## config.mk

```make
export PLATFORM = sky130hd
export DESIGN_NAME = space_packet_resync_deframer_flat
export DESIGN_NICKNAME = d
export VERILOG_FILES = /design/src/sv/sprd_pkg.sv /design/src/sv/sprd_if.sv /design/src/sv/sprd_front.sv /design/src/sv/sprd_queue.sv /design/src/sv/sprd_back.sv /design/src/sv/space_packet_resync_deframer.sv /design/src/flat_wrapper.sv
export SDC_FILE = /design/constraint.sdc
export NUM_CORES = 2
export LEC_CHECK = 0
export BUFFER_PORTS_ARGS = -buffer_cell sky130_fd_sc_hd__buf_2
export CAP_MARGIN = 20
export CORE_UTILIZATION = 37
export CTS_CLUSTER_DIAMETER = 80
export DETAILED_ROUTE_END_ITERATION = 16
export GPL_TIMING_DRIVEN = 0
export PLACE_DENSITY = 0.52
export SETUP_SLACK_MARGIN = 0.02
export SLEW_MARGIN = 10
export SYNTH_ARGS = -nofsm -noshare
export SYNTH_HDL_FRONTEND = slang
export SYNTH_HIERARCHICAL = 1
export SYNTH_SLANG_ARGS = --single-unit
```

## constraint.sdc

```tcl
create_clock -name clk -period 13.95 [get_ports clk]
set_input_delay 3.4875 -clock clk [delete_from_list [all_inputs] [get_ports clk]]
set_output_delay 3.4875 -clock clk [all_outputs]
set_load 0.01 [all_outputs]
```

## src/sv/sprd_pkg.sv

```systemverilog
// ============================================================================
// sprd_pkg: shared types and constants of the space packet deframer
// Field widths, register indexes, queue sizing and the queue entry layout.
// ============================================================================
package sprd_pkg;

    localparam int HDR_BYTES   = 6;
    localparam int PKT_LIMIT   = 4096;
    localparam int QUEUE_DEPTH = 8;

    localparam int BYTE_W  = 8;
    localparam int IDENT_W = 16;
    localparam int TOTAL_W = 13;
    localparam int DROP_W  = 32;
    localparam int CFG_IDX_W  = 3;
    localparam int CFG_DATA_W = 16;
    localparam int QPTR_W  = $clog2(QUEUE_DEPTH);
    localparam int QCNT_W  = $clog2(QUEUE_DEPTH + 1);
    localparam int HCNT_W  = $clog2(HDR_BYTES);
    localparam int FILL_W  = $clog2(HDR_BYTES);

    localparam logic [CFG_IDX_W-1:0] REG_ID_A    = 3'd0;
    localparam logic [CFG_IDX_W-1:0] REG_ID_B    = 3'd1;
    localparam logic [CFG_IDX_W-1:0] REG_ID_C    = 3'd2;
    localparam logic [CFG_IDX_W-1:0] REG_ID_D    = 3'd3;
    localparam logic [CFG_IDX_W-1:0] REG_MAX_LEN = 3'd4;

    localparam logic [IDENT_W-1:0] ID_A_RESET    = 16'h089C;
    localparam logic [IDENT_W-1:0] ID_B_RESET    = 16'h089D;
    localparam logic [IDENT_W-1:0] ID_C_RESET    = 16'h089E;
    localparam logic [IDENT_W-1:0] ID_D_RESET    = 16'h089F;
    localparam logic [TOTAL_W-1:0] MAX_LEN_RESET = 13'd512;
    localparam logic [TOTAL_W-1:0] LIMIT_CAP     = TOTAL_W'(PKT_LIMIT);
    localparam logic [16:0]        HDR_PLUS_ONE  = 17'(HDR_BYTES + 1);

    typedef enum logic {
        MODE_HUNT,
        MODE_PAYLOAD
    } front_mode_t;

    typedef struct packed {
        logic                                is_header;
        logic [HDR_BYTES-1:0][BYTE_W-1:0]    bytes;
        logic                                last;
        logic [IDENT_W-1:0]                  ident;
        logic [TOTAL_W-1:0]                  total;
        logic [DROP_W-1:0]                   dropped;
    } queue_entry_t;

    typedef struct packed {
        logic full;
        logic empty;
    } queue_status_t;

endpackage

```

## src/sv/sprd_if.sv

```systemverilog
// ============================================================================
// sprd_if: byte channels of the space packet deframer
// Receive channel carrying raw link bytes and transmit channel carrying
// packet bytes with their framing flags and packet information.
// ============================================================================
interface sprd_in_if;
    logic       valid;
    logic       ready;
    logic [7:0] rx_byte;

    modport source (output valid, output rx_byte, input ready);
    modport sink (input valid, input rx_byte, output ready);
endinterface

interface sprd_out_if;
    logic        valid;
    logic        ready;
    logic [7:0]  out_byte;
    logic        first_flag;
    logic        last_flag;
    logic [15:0] packet_ident;
    logic [12:0] packet_total;
    logic [31:0] resync_total;

    modport source (output valid, output out_byte, output first_flag, output last_flag,
                    output packet_ident, output packet_total, output resync_total,
                    input ready);
    modport sink (input valid, input out_byte, input first_flag, input last_flag,
                  input packet_ident, input packet_total, input resync_total,
                  output ready);
endinterface

```

## src/sv/sprd_front.sv

```systemverilog
// ============================================================================
// sprd_front: header hunting and classification
// Holds the configuration registers and the sliding header window, checks
// each completed window and queues one entry per header or payload byte.
// ============================================================================
module sprd_front (
    input  logic                            clk,
    input  logic                            rst_n,
    input  logic                            cfg_we,
    input  logic [sprd_pkg::CFG_IDX_W-1:0]  cfg_index,
    input  logic [sprd_pkg::CFG_DATA_W-1:0] cfg_wdata,
    sprd_in_if.sink                         rx,
    input  sprd_pkg::queue_status_t         q_status,
    output logic                            q_push,
    output sprd_pkg::queue_entry_t          q_entry
);
    import sprd_pkg::*;

    logic [IDENT_W-1:0] id_a_reg, id_b_reg, id_c_reg, id_d_reg;
    logic [TOTAL_W-1:0] max_len_reg;

    front_mode_t        mode_reg, mode_next;
    logic [BYTE_W-1:0]  window_reg [HDR_BYTES-1];
    logic [BYTE_W-1:0]  window_next [HDR_BYTES-1];
    logic [FILL_W-1:0]  fill_reg, fill_next;
    logic [TOTAL_W-1:0] remain_reg, remain_next;
    logic [IDENT_W-1:0] ident_reg, ident_next;
    logic [TOTAL_W-1:0] total_reg, total_next;
    logic [DROP_W-1:0]  dropped_reg, dropped_next;

    logic               accept;
    logic               window_full;
    logic [IDENT_W-1:0] cand_id;
    logic [15:0]        cand_len;
    logic [16:0]        cand_total;
    logic [TOTAL_W-1:0] limit;
    logic               id_hit;
    logic               hdr_ok;
    logic [TOTAL_W-1:0] remain_dec;
    logic               pay_last;

    assign rx.ready = !q_status.full;
    assign accept   = rx.valid && rx.ready;

    always_ff @(posedge clk or negedge rst_n)
    begin
        if (!rst_n)
        begin
            id_a_reg    <= ID_A_RESET;
            id_b_reg    <= ID_B_RESET;
            id_c_reg    <= ID_C_RESET;
            id_d_reg    <= ID_D_RESET;
            max_len_reg <= MAX_LEN_RESET;
        end
        else if (cfg_we)
        begin
            unique case (cfg_index)
                REG_ID_A:    id_a_reg    <= cfg_wdata;
                REG_ID_B:    id_b_reg    <= cfg_wdata;
                REG_ID_C:    id_c_reg    <= cfg_wdata;
                REG_ID_D:    id_d_reg    <= cfg_wdata;
                REG_MAX_LEN: max_len_reg <= cfg_wdata[TOTAL_W-1:0];
                default:
                begin
                end
            endcase
        end
    end

    always_comb
    begin
        window_full = (fill_reg == FILL_W'(HDR_BYTES - 1));
        cand_id     = {window_reg[0], window_reg[1]};
        cand_len    = {window_reg[HDR_BYTES-2], rx.rx_byte};
        cand_total  = {1'b0, cand_len} + HDR_PLUS_ONE;
        limit       = (max_len_reg > LIMIT_CAP) ? LIMIT_CAP : max_len_reg;
        id_hit      = (cand_id == id_a_reg) || (cand_id == id_b_reg) ||
                      (cand_id == id_c_reg) || (cand_id == id_d_reg);
        hdr_ok      = window_full && id_hit && (cand_total <= {4'b0, limit});
        remain_dec  = (remain_reg != '0) ? remain_reg - 1'b1 : remain_reg;
        pay_last    = (remain_dec == '0);
    end

    always_comb
    begin
        mode_next = mode_reg;
        if (accept)
        begin
            unique case (mode_reg)
                MODE_HUNT:    mode_next = hdr_ok ? MODE_PAYLOAD : MODE_HUNT;
                MODE_PAYLOAD: mode_next = pay_last ? MODE_HUNT : MODE_PAYLOAD;
                default:      mode_next = MODE_HUNT;
            endcase
        end
    end

    always_comb
    begin
        window_next  = window_reg;
        fill_next    = fill_reg;
        remain_next  = remain_reg;
        ident_next   = ident_reg;
        total_next   = total_reg;
        dropped_next = dropped_reg;
        q_push       = 1'b0;
        q_entry      = '0;
        q_entry.ident   = ident_reg;
        q_entry.total   = total_reg;
        q_entry.dropped = dropped_reg;
        q_entry.bytes[0] = rx.rx_byte;
        if (accept)
        begin
            unique case (mode_reg)
                MODE_PAYLOAD:
                begin
                    remain_next  = remain_dec;
                    q_push       = 1'b1;
                    q_entry.last = pay_last;
                    if (pay_last)
                    begin
                        fill_next = '0;
                    end
                end
                default:
                begin
                    if (!window_full)
                    begin
                        window_next[fill_reg] = rx.rx_byte;
                        fill_next = fill_reg + 1'b1;
                    end
                    else if (hdr_ok)
                    begin
                        ident_next  = cand_id;
                        total_next  = cand_total[TOTAL_W-1:0];
                        remain_next = TOTAL_W'({1'b0, cand_len} + 17'd1);
                        fill_next   = '0;
                        q_push      = 1'b1;
                        q_entry.is_header = 1'b1;
                        q_entry.ident     = cand_id;
                        q_entry.total     = cand_total[TOTAL_W-1:0];
                        for (int k = 0; k < HDR_BYTES - 1; k++)
                        begin
                            q_entry.bytes[k] = window_reg[k];
                        end
                        q_entry.bytes[HDR_BYTES-1] = rx.rx_byte;
                    end
                    else
                    begin
                        for (int k = 0; k < HDR_BYTES - 2; k++)
                        begin
                            window_next[k] = window_reg[k+1];
                        end
                        window_next[HDR_BYTES-2] = rx.rx_byte;
                        if (dropped_reg != '1)
                        begin
                            dropped_next = dropped_reg + 1'b1;
                        end
                    end
                end
            endcase
        end
    end

    always_ff @(posedge clk or negedge rst_n)
    begin
        if (!rst_n)
        begin
            mode_reg    <= MODE_HUNT;
            fill_reg    <= '0;
            remain_reg  <= '0;
            dropped_reg <= '0;
        end
        else
        begin
            mode_reg    <= mode_next;
            fill_reg    <= fill_next;
            remain_reg  <= remain_next;
            dropped_reg <= dropped_next;
        end
    end

    always_ff @(posedge clk)
    begin
        window_reg <= window_next;
        ident_reg  <= ident_next;
        total_reg  <= total_next;
    end

endmodule

```

## src/sv/sprd_queue.sv

```systemverilog
// ============================================================================
// sprd_queue: entry queue between classification and emission
// A small first-in first-out store that lets a six-byte header burst drain
// while further link bytes are still taken in.
// ============================================================================
module sprd_queue (
    input  logic                    clk,
    input  logic                    rst_n,
    input  logic                    push,
    input  sprd_pkg::queue_entry_t  push_entry,
    input  logic                    pop,
    output sprd_pkg::queue_entry_t  head_entry,
    output sprd_pkg::queue_status_t status
);
    import sprd_pkg::*;

    queue_entry_t       mem_reg [QUEUE_DEPTH];
    logic [QPTR_W-1:0]  wr_ptr_reg, wr_ptr_next;
    logic [QPTR_W-1:0]  rd_ptr_reg, rd_ptr_next;
    logic [QCNT_W-1:0]  count_reg, count_next;
    logic               do_push;
    logic               do_pop;

    assign status.full  = (count_reg == QCNT_W'(QUEUE_DEPTH));
    assign status.empty = (count_reg == '0);
    assign do_push      = push && !status.full;
    assign do_pop       = pop && !status.empty;
    assign head_entry   = mem_reg[rd_ptr_reg];

    always_comb
    begin
        wr_ptr_next = do_push ? wr_ptr_reg + 1'b1 : wr_ptr_reg;
        rd_ptr_next = do_pop ? rd_ptr_reg + 1'b1 : rd_ptr_reg;
        count_next  = count_reg;
        if (do_push && !do_pop)
        begin
            count_next = count_reg + 1'b1;
        end
        else if (do_pop && !do_push)
        begin
            count_next = count_reg - 1'b1;
        end
    end

    always_ff @(posedge clk or negedge rst_n)
    begin
        if (!rst_n)
        begin
            wr_ptr_reg <= '0;
            rd_ptr_reg <= '0;
            count_reg  <= '0;
        end
        else
        begin
            wr_ptr_reg <= wr_ptr_next;
            rd_ptr_reg <= rd_ptr_next;
            count_reg  <= count_next;
        end
    end

    always_ff @(posedge clk)
    begin
        if (do_push)
        begin
            mem_reg[wr_ptr_reg] <= push_entry;
        end
    end

endmodule

```

## src/sv/sprd_back.sv

```systemverilog
// ============================================================================
// sprd_back: packet byte emission
// Takes queue entries, spreads each header entry over six output beats and
// drives the registered transmit channel.
// ============================================================================
module sprd_back (
    input  logic                    clk,
    input  logic                    rst_n,
    input  sprd_pkg::queue_entry_t  head_entry,
    input  sprd_pkg::queue_status_t q_status,
    output logic                    q_pop,
    sprd_out_if.source              tx
);
    import sprd_pkg::*;

    queue_entry_t       hold_reg, hold_next;
    logic [HCNT_W-1:0]  hcnt_reg, hcnt_next;
    logic               valid_reg, valid_next;
    logic [BYTE_W-1:0]  byte_reg, byte_next;
    logic               first_reg, first_next;
    logic               last_reg, last_next;
    logic [IDENT_W-1:0] ident_reg, ident_next;
    logic [TOTAL_W-1:0] total_reg, total_next;
    logic [DROP_W-1:0]  dropped_reg, dropped_next;
    logic               load;

    assign load = !valid_reg || tx.ready;

    always_comb
    begin
        hold_next    = hold_reg;
        hcnt_next    = hcnt_reg;
        valid_next   = valid_reg;
        byte_next    = byte_reg;
        first_next   = first_reg;
        last_next    = last_reg;
        ident_next   = ident_reg;
        total_next   = total_reg;
        dropped_next = dropped_reg;
        q_pop        = 1'b0;
        if (load)
        begin
            valid_next = 1'b0;
            if (hcnt_reg != '0)
            begin
                valid_next   = 1'b1;
                byte_next    = hold_reg.bytes[hcnt_reg];
                first_next   = 1'b0;
                last_next    = 1'b0;
                ident_next   = hold_reg.ident;
                total_next   = hold_reg.total;
                dropped_next = hold_reg.dropped;
                hcnt_next    = (hcnt_reg == HCNT_W'(HDR_BYTES - 1)) ? '0 : hcnt_reg + 1'b1;
            end
            else if (!q_status.empty)
            begin
                q_pop        = 1'b1;
                valid_next   = 1'b1;
                byte_next    = head_entry.bytes[0];
                first_next   = head_entry.is_header;
                last_next    = head_entry.last;
                ident_next   = head_entry.ident;
                total_next   = head_entry.total;
                dropped_next = head_entry.dropped;
                if (head_entry.is_header)
                begin
                    hold_next = head_entry;
                    hcnt_next = HCNT_W'(1);
                end
            end
        end
    end

    always_ff @(posedge clk or negedge rst_n)
    begin
        if (!rst_n)
        begin
            hcnt_reg  <= '0;
            valid_reg <= 1'b0;
        end
        else
        begin
            hcnt_reg  <= hcnt_next;
            valid_reg <= valid_next;
        end
    end

    always_ff @(posedge clk)
    begin
        hold_reg    <= hold_next;
        byte_reg    <= byte_next;
        first_reg   <= first_next;
        last_reg    <= last_next;
        ident_reg   <= ident_next;
        total_reg   <= total_next;
        dropped_reg <= dropped_next;
    end

    assign tx.valid        = valid_reg;
    assign tx.out_byte     = byte_reg;
    assign tx.first_flag   = first_reg;
    assign tx.last_flag    = last_reg;
    assign tx.packet_ident = ident_reg;
    assign tx.packet_total = total_reg;
    assign tx.resync_total = dropped_reg;

endmodule

```

## src/sv/space_packet_resync_deframer.sv

```systemverilog
// ============================================================================
// space_packet_resync_deframer: space packet header hunter and deframer
// Finds six-byte packet headers in a raw byte stream and forwards packets.
// ============================================================================
// The rx channel takes one raw link byte per beat, at most one per cycle.
// The tx channel gives one packet byte per beat: six header bytes, the first
// marked by first_flag, then length+1 payload bytes, the final one marked by
// last_flag, each with the packet identifier, total length and drop count.
// Five registers are written through cfg_we, cfg_index and cfg_wdata: four
// accepted identifiers and the largest plausible total length.
// A payload byte taken on rx is written into the queue and from there into
// the output register that drives tx. The byte completing a header yields
// six beats on consecutive cycles while tx is ready, expanded from a single
// entry of an eight-entry queue, so intake goes on at one byte per cycle
// meanwhile, stalls only when that queue fills and sustains one byte a cycle.
// Reset restores the register defaults, empties the window and the queue,
// clears the drop count and starts hunting. When tx stalls, the output
// register holds its beat, the queue fills and rx.ready then drops.
// ============================================================================
module space_packet_resync_deframer (
    input  logic                            clk,
    input  logic                            rst_n,
    input  logic                            cfg_we,
    input  logic [sprd_pkg::CFG_IDX_W-1:0]  cfg_index,
    input  logic [sprd_pkg::CFG_DATA_W-1:0] cfg_wdata,
    sprd_in_if.sink                         rx,
    sprd_out_if.source                      tx
);
    import sprd_pkg::*;

    logic          q_push;
    logic          q_pop;
    queue_entry_t  q_entry;
    queue_entry_t  q_head;
    queue_status_t q_status;

    sprd_front u_front (
        .clk       (clk),
        .rst_n     (rst_n),
        .cfg_we    (cfg_we),
        .cfg_index (cfg_index),
        .cfg_wdata (cfg_wdata),
        .rx        (rx),
        .q_status  (q_status),
        .q_push    (q_push),
        .q_entry   (q_entry)
    );

    sprd_queue u_queue (
        .clk        (clk),
        .rst_n      (rst_n),
        .push       (q_push),
        .push_entry (q_entry),
        .pop        (q_pop),
        .head_entry (q_head),
        .status     (q_status)
    );

    sprd_back u_back (
        .clk        (clk),
        .rst_n      (rst_n),
        .head_entry (q_head),
        .q_status   (q_status),
        .q_pop      (q_pop),
        .tx         (tx)
    );

endmodule
```

## src/flat_wrapper.sv

```systemverilog
// flat-port wrapper written by rule: the top's interface ports become plain ports
module space_packet_resync_deframer_flat import sprd_pkg::*;
  (clk, rst_n, cfg_we, cfg_index, cfg_wdata, rx_valid, rx_rx_byte, rx_ready, tx_valid, tx_out_byte, tx_first_flag, tx_last_flag, tx_packet_ident, tx_packet_total, tx_resync_total, tx_ready);
  sprd_in_if rx_i ();
  sprd_out_if tx_i ();
  input  logic clk;
  input  logic rst_n;
  input  logic cfg_we;
  input  logic [sprd_pkg::CFG_IDX_W-1:0] cfg_index;
  input  logic [sprd_pkg::CFG_DATA_W-1:0] cfg_wdata;
  input wire logic [$bits(rx_i.valid)-1:0] rx_valid;
  input wire logic [$bits(rx_i.rx_byte)-1:0] rx_rx_byte;
  output wire logic [$bits(rx_i.ready)-1:0] rx_ready;
  output wire logic [$bits(tx_i.valid)-1:0] tx_valid;
  output wire logic [$bits(tx_i.out_byte)-1:0] tx_out_byte;
  output wire logic [$bits(tx_i.first_flag)-1:0] tx_first_flag;
  output wire logic [$bits(tx_i.last_flag)-1:0] tx_last_flag;
  output wire logic [$bits(tx_i.packet_ident)-1:0] tx_packet_ident;
  output wire logic [$bits(tx_i.packet_total)-1:0] tx_packet_total;
  output wire logic [$bits(tx_i.resync_total)-1:0] tx_resync_total;
  input wire logic [$bits(tx_i.ready)-1:0] tx_ready;
  assign rx_i.valid = rx_valid;
  assign rx_i.rx_byte = rx_rx_byte;
  assign rx_ready = rx_i.ready;
  assign tx_valid = tx_i.valid;
  assign tx_out_byte = tx_i.out_byte;
  assign tx_first_flag = tx_i.first_flag;
  assign tx_last_flag = tx_i.last_flag;
  assign tx_packet_ident = tx_i.packet_ident;
  assign tx_packet_total = tx_i.packet_total;
  assign tx_resync_total = tx_i.resync_total;
  assign tx_i.ready = tx_ready;
  space_packet_resync_deframer u_core (.clk(clk), .rst_n(rst_n), .cfg_we(cfg_we), .cfg_index(cfg_index), .cfg_wdata(cfg_wdata), .rx(rx_i), .tx(tx_i));
endmodule
```

**Yosys cells after proc, flatten, opt, wreduce, memory -nomap -nowiden**

Memories as Yosys holds them, arrays and structs flattened.
Cells that the tools add are included.

- Magnitude comparators: 5
- Equality and inequality tests: 16
- Bitwise gates (word level): 5
- Mux-type cells: 52
- $add $sub $neg: 10
- Reductions and logical operators: 39

Operators by type and width:

| kind | number |
|---|---|
| 2-to-1 mux 49 bit | 3 |
| 2-to-1 mux 13 bit | 7 |
| 2-to-1 mux 29 bit | 3 |
| 2-to-1 mux 40 bit | 2 |
| 2-to-1 mux 79 bit | 1 |
| equality test 16 bit | 4 |
| 2-to-1 mux 32 bit | 2 |
| bitwise mux 40 bit | 1 |
| adder 32 x 1 -> 32 bit (second input constant) | 1 |
| 2-to-1 mux 16 bit | 2 |
| 2-to-1 mux 8 bit | 4 |
| inequality test 32 bit (second input constant) | 1 |
| binary-select mux 8 bit (select 3 bit) | 1 |
| demux 8 bit (select 3 bit) | 1 |
| 2-to-1 mux 3 bit | 8 |
| adder 16 x 3 -> 17 bit (second input constant) | 1 |
| less-or-equal comparator 17 x 13 -> 1 bit | 1 |
| 2-to-1 mux 1 bit | 14 |
| adder 13 x 1 -> 13 bit (second input constant) | 1 |
| greater-than comparator 13 bit (second input constant) | 1 |
| zero test 13 bit | 1 |
| nonzero test 13 bit | 1 |
| subtractor 13 x 1 -> 13 bit (second input constant) | 1 |
| adder 3 x 1 -> 3 bit (second input constant) | 4 |
| other kinds (27) | 61 |

- Memories: 1
- Bits of input ports: 32
- Logic and storage cells: 164
- Register bits after elaboration: 389
- RAM bits: 888

Memories:

| name | words | bits a word | read ports | clocked after memory_dff | write ports | line | text |
|---|---|---|---|---|---|---|---|
| u_core.u_queue.mem_reg | 8 | 111 | 1 | 0 | 1 | sprd_queue.sv:17 | `queue_entry_t mem_reg [QUEUE_DEPTH];` |

**Depth between registers and ports, before layout**

- Depth after elaboration: 15
- Mapped depth: 22
- Gate-level depth less buffers: 21

**Hierarchy**

The synthesis kept the hierarchy.

By module, submodules not included:

| module | cells an instance | area each (um2) | instances | sequential area each (um2) |
|---|---|---|---|---|
| sprd_queue | 1,347 | 34,150.3 | 1 | 26,915.8 |
| sprd_front | 996 | 10,825.4 | 1 | 5,256.3 |
| sprd_back | 320 | 6,562.5 | 1 | 5,265.0 |

**Worst setup path after synthesis**

OpenSTA, ideal clock, no wires.

- Path type: in2reg
- Start: in rx_rx_byte[0]
- End: mem u_core/u_queue/mem_reg[1][0] (netlist name), enable pin
- Slack: -742 ps
- Library setup time: 717 ps
- Data arrival time: 13,975 ps
- Stages: 16
- Cell sequence: buf_2 -> inv_1 -> ha_1 -> nor2b_1 -> nor2_1 -> nand2_1 -> xnor2_1 -> ha_1 -> nand4_1 -> nor3_1 -> a2111oi_4 -> a21oi_2 -> or3_1 -> a21oi_1 -> nand3_1 -> nor3_1

- Cells in the longest elaborated chain, start to end: 10

Ends and longest elaborated chain:

| item | line | text |
|---|---|---|
| start, declared | flat_wrapper.sv:12 | `input wire logic [$bits(rx_i.rx_byte)-1:0] rx_rx_byte;` |
| adder 16 x 3 -> 17 bit | sprd_front.sv:75 | `cand_total = {1'b0, cand_len} + HDR_PLUS_ONE;` |
| via u_core.u_front.cand_total[0] | sprd_front.sv:35 | `logic [16:0] cand_total;` |
| less-or-equal comparator 17 x 13 -> 1 bit | sprd_front.sv:79 | `hdr_ok = window_full && id_hit && (cand_total <= {4'b0, limit});` |
| logical AND 1 bit | sprd_front.sv:79 |  |
| 2-to-1 mux 1 bit | sprd_front.sv:131 | `else if (hdr_ok)` |
| 2-to-1 mux 1 bit | sprd_front.sv:126 | `if (!window_full)` |
| 2-to-1 mux 1 bit | sprd_front.sv:113 | `unique case (mode_reg)` |
| 2-to-1 mux 1 bit | sprd_front.sv:111 | `if (accept)` |
| via u_core.q_push | space_packet_resync_deframer.sv:31 | `logic q_push;` |
| logical AND 1 bit | sprd_queue.sv:26 | `assign do_push = push && !status.full;` |
| 2-to-1 mux 1 bit | sprd_queue.sv:63 | `if (do_push)` |
| 2-to-1 mux 1 bit (not written as such) | sprd_queue.sv:65 | `mem_reg[wr_ptr_reg] <= push_entry;` |
| end, declared | sprd_queue.sv:17 |  |

The timed path passes the listed nets, and every way through them passes these cells.

**Final worst setup path**

- Start: in rx_rx_byte[0]
- End: mem u_core/u_queue/mem_reg[0][9] (netlist name), enable pin

Same word-level chain as after synthesis.

==> run metrics <==
outcome finished clean; dominant synthesized flop cell edfxtp_1; final layout net count 3039; # placed instances 4632; initial DRC count 2101; Hold Crit Class reg -> reg; EDFF count, synth 1129; Area Growth Syn to Fin 16.9%; Synth Instances 2663; post-CTS sizing 0; Core Util, Final 43.7%; total global-route track usage 18.5%; Req. time, crit path 14.40 ns; cts bufs inserted 141; max_cap viols 0; Die X 375 µm; critical path data arrival time 9.88 ns; largest net degree at the start of global routing 76; fin crit period 9.43 ns; count of input and output buffers 103; dominant cells by area after synthesis edfxtp_1 66%, mux4_2 9.7%, dfrtp_1 5.6%, mux2_2 4.8%, xnor2_1 1.5%; RSZ-0062 raised after global routing false; power per standard cell area 149 nW/µm²; syn_area_per_cell 19.4 µm²; sequential share of the synthesized area 72.6%; # hold bufs at CTS 0; CP endpoint kind flop; Post-DRT Antenna Nets 0; DRC 0; CTS tree built; total clock sinks 1269; dominant cell type by area after synthesis edfxtp_1; first-pass GRT wire length 188 mm; most frequent cells in the layout 1129 x edfxtp_1, 222 x mux4_2, 218 x mux2_2; Yosys Warn Count 6; vias per cell 5.30; most common cell after layout, fill and taps aside edfxtp_1; clock root cell clkbuf_16; vias in the first global route 27500; FMAX 0.106 GHz; final routed wire length divided by cell count 26.2 µm; leakage 20.9 nW; relative slew slack 25.8%; total core area 138000 µm²; largest buffer count on any clock path 3; # H-tree levels 4; Setup crit start kind primary input; Pre-Repair DR Iteration Count 5; GP Congestion 0.854; CP Cell Sequence buf_2 -> buf_2 -> inv_1 -> ha_1 -> nor2b_1 -> nor2_1 -> nand2_1 -> xnor2_1 -> ha_1 -> nand4_1 -> nor3_1 -> a2111oi_4 -> a21oi_2 -> or3_1 -> a21oi_1 -> nand3b_1 -> nor3_4 -> buf_16 -> buf_16 -> buf_8 -> buf_8 -> buf_16 -> buf_16; initial antenna violation count 6; Post-Syn Area 51500 µm²; Max Slew Vio Count 0; Die Ht 375 µm; Yosys top cell area share 65.8%; Async SR Flop Fraction 11.0%; Final setup viols 0; Peak VDD IR 0.104 mV; initial core utilization 37.4%; # IOs 105; grt total ovfl 0; Worst Tran Pin Value 1.11 ns; setup repair bufs after CTS 0; row cnt 136; final hold violations 0; critical path's largest stage delay 0.60 ns; share of cells above drive strength 1 32.1%; max FFs per register 888; Setup Skew 0.0239 ns; Cell variety after synth 82; fin crit share 67.6%; Worst-Skew Late Latency 0.76 ns; DR vias 25900; non-filler instance count after layout 4890; Post-DP HPWL 87.0 mm; total length of routed wires 128 mm; Max FO, Critical Path 11; post-synthesis register bit count 1269; fin area 60300 µm²; worst setup path category in -> reg; fillers 11900; Critical Path Most Common Cell buf_16; DP Area 55900 µm²; slowest CP cell xnor2_1; register clock-pin slew on the reported worst setup and hold paths 0.06 ns; die area 141000 µm²
Yosys cell counts, drive strengths merged, types with 3 or more instances:
master     n
dfstp     25
nand4b     3
and3      27
ha        22
a311oi     3
or3        6
mux4     222
nand3b     3
a22o       6
xnor2     91
nor4b      3
a31oi      3
nor3b     14
a21o       5
o21ai     38
nor2     110
a21oi     24
clkbuf    50
o211ai     4
edfxtp  1129
o22ai      7
dfrtp    115
mux2i     25
nand3     27
mux2     283
nor4      14
nor2b      5
a22oi     17
nor3      43
nand2     67
buf       98
nand4     33
and2      15
o22a       8
xor2      34
a211oi     8
inv       37
nand2b     6
per-stage QoR:
step / setup TNS (ns) / hold WS (ns) / power [W] / worst slack, ns
2_1_floorplan: 0 / 0.421 / 0.00513 / 2.24
3_3_place_gp: -4630.88 / 0.433 / 0.00553 / -5.53
3_5_place_dp: 0 / 0.433 / 0.00554 / 3.67
4_1_cts: 0 / 0.441 / 0.00908 / 4.48
5_1_grt: 0 / 0.452 / 0.00930 / 4.26
6_report: 0 / 0.441 / 0.00896 / 4.52
critical path: cells and delay by family:
family / cells / cell delay, ns
simple gates: 8 / 2.28
compound gates: 3 / 1.06
buf+inv: 9 / 1.71
fa+ha+maj: 2 / 0.67
xor+xnor: 1 / 0.60
report_power, final:
| part | internal, W | leakage, nW | switching [W] |
|---|---|---|---|
| combinational | 0.000381 | 5.84 | 0.000612 |
| clock | 0.00202 | 2.13 | 0.00149 |
| sequential | 0.00436 | 12.9 | 0.000105 |
kinds of logic after synthesis:
group           share of synthesized area, %
mux                                     16.7
simple gates                            3.99
xor+xnor                                2.12
buf+inv                                 2.07
other cells                          0.00728
compound gates                          1.93
flops                                   72.6
fa+ha+maj                              0.573
final cells by class:
| class | count | area [µm²] | area share [%] |
|---|---|---|---|
| repair buffers | 177 | 2040 | 3.38 |
| clock inverters | 70 | 566 | 0.938 |
| clock buffers | 182 | 3790 | 6.28 |
| flip-flops and latches | 1269 | 37400 | 62.1 |
| diodes | 3 | 7.51 | 0.0125 |
| well taps | 1794 | 2240 | 3.72 |
| multi-input cells | 1209 | 13100 | 21.8 |
| plain buffers | 148 | 925 | 1.53 |
| inverters | 38 | 143 | 0.237 |
worst paths after layout:
path / depth (start not counted) / end / slack [ns] / start
max: 23 / u_core/u_queue/mem_reg[0][9] / 4.52 / rx_rx_byte[0]
min: 0 / u_core/u_front/ident_reg[10] / 0.44 / u_core/u_front/cand_id[10]
max reg2reg: 19 / u_core/u_queue/mem_reg[0][9] / 7.87 / u_core/u_front/cand_len[9]
min reg2reg: 0 / u_core/u_front/ident_reg[10] / 0.44 / u_core/u_front/cand_id[10]
max in group asynchronous: 2 / u_core/u_front/dropped_reg[1] / 10.43 / rst_n
min in group asynchronous: 1 / u_core/u_queue/count_reg[2] / 2.69 / rst_n
metal layers:
layer | global-route usage [%] | up-vias | wire, µm
met5 | 0 | - | 26
met4 | 5.29 | 4 | 2770
met3 | 3.08 | 182 | 5850
met2 | 30.8 | 648 | 63600
met1 | 24.8 | 13800 | 56100
li1 | - | 11300 | -
Power figures use the tool's default switching activity.
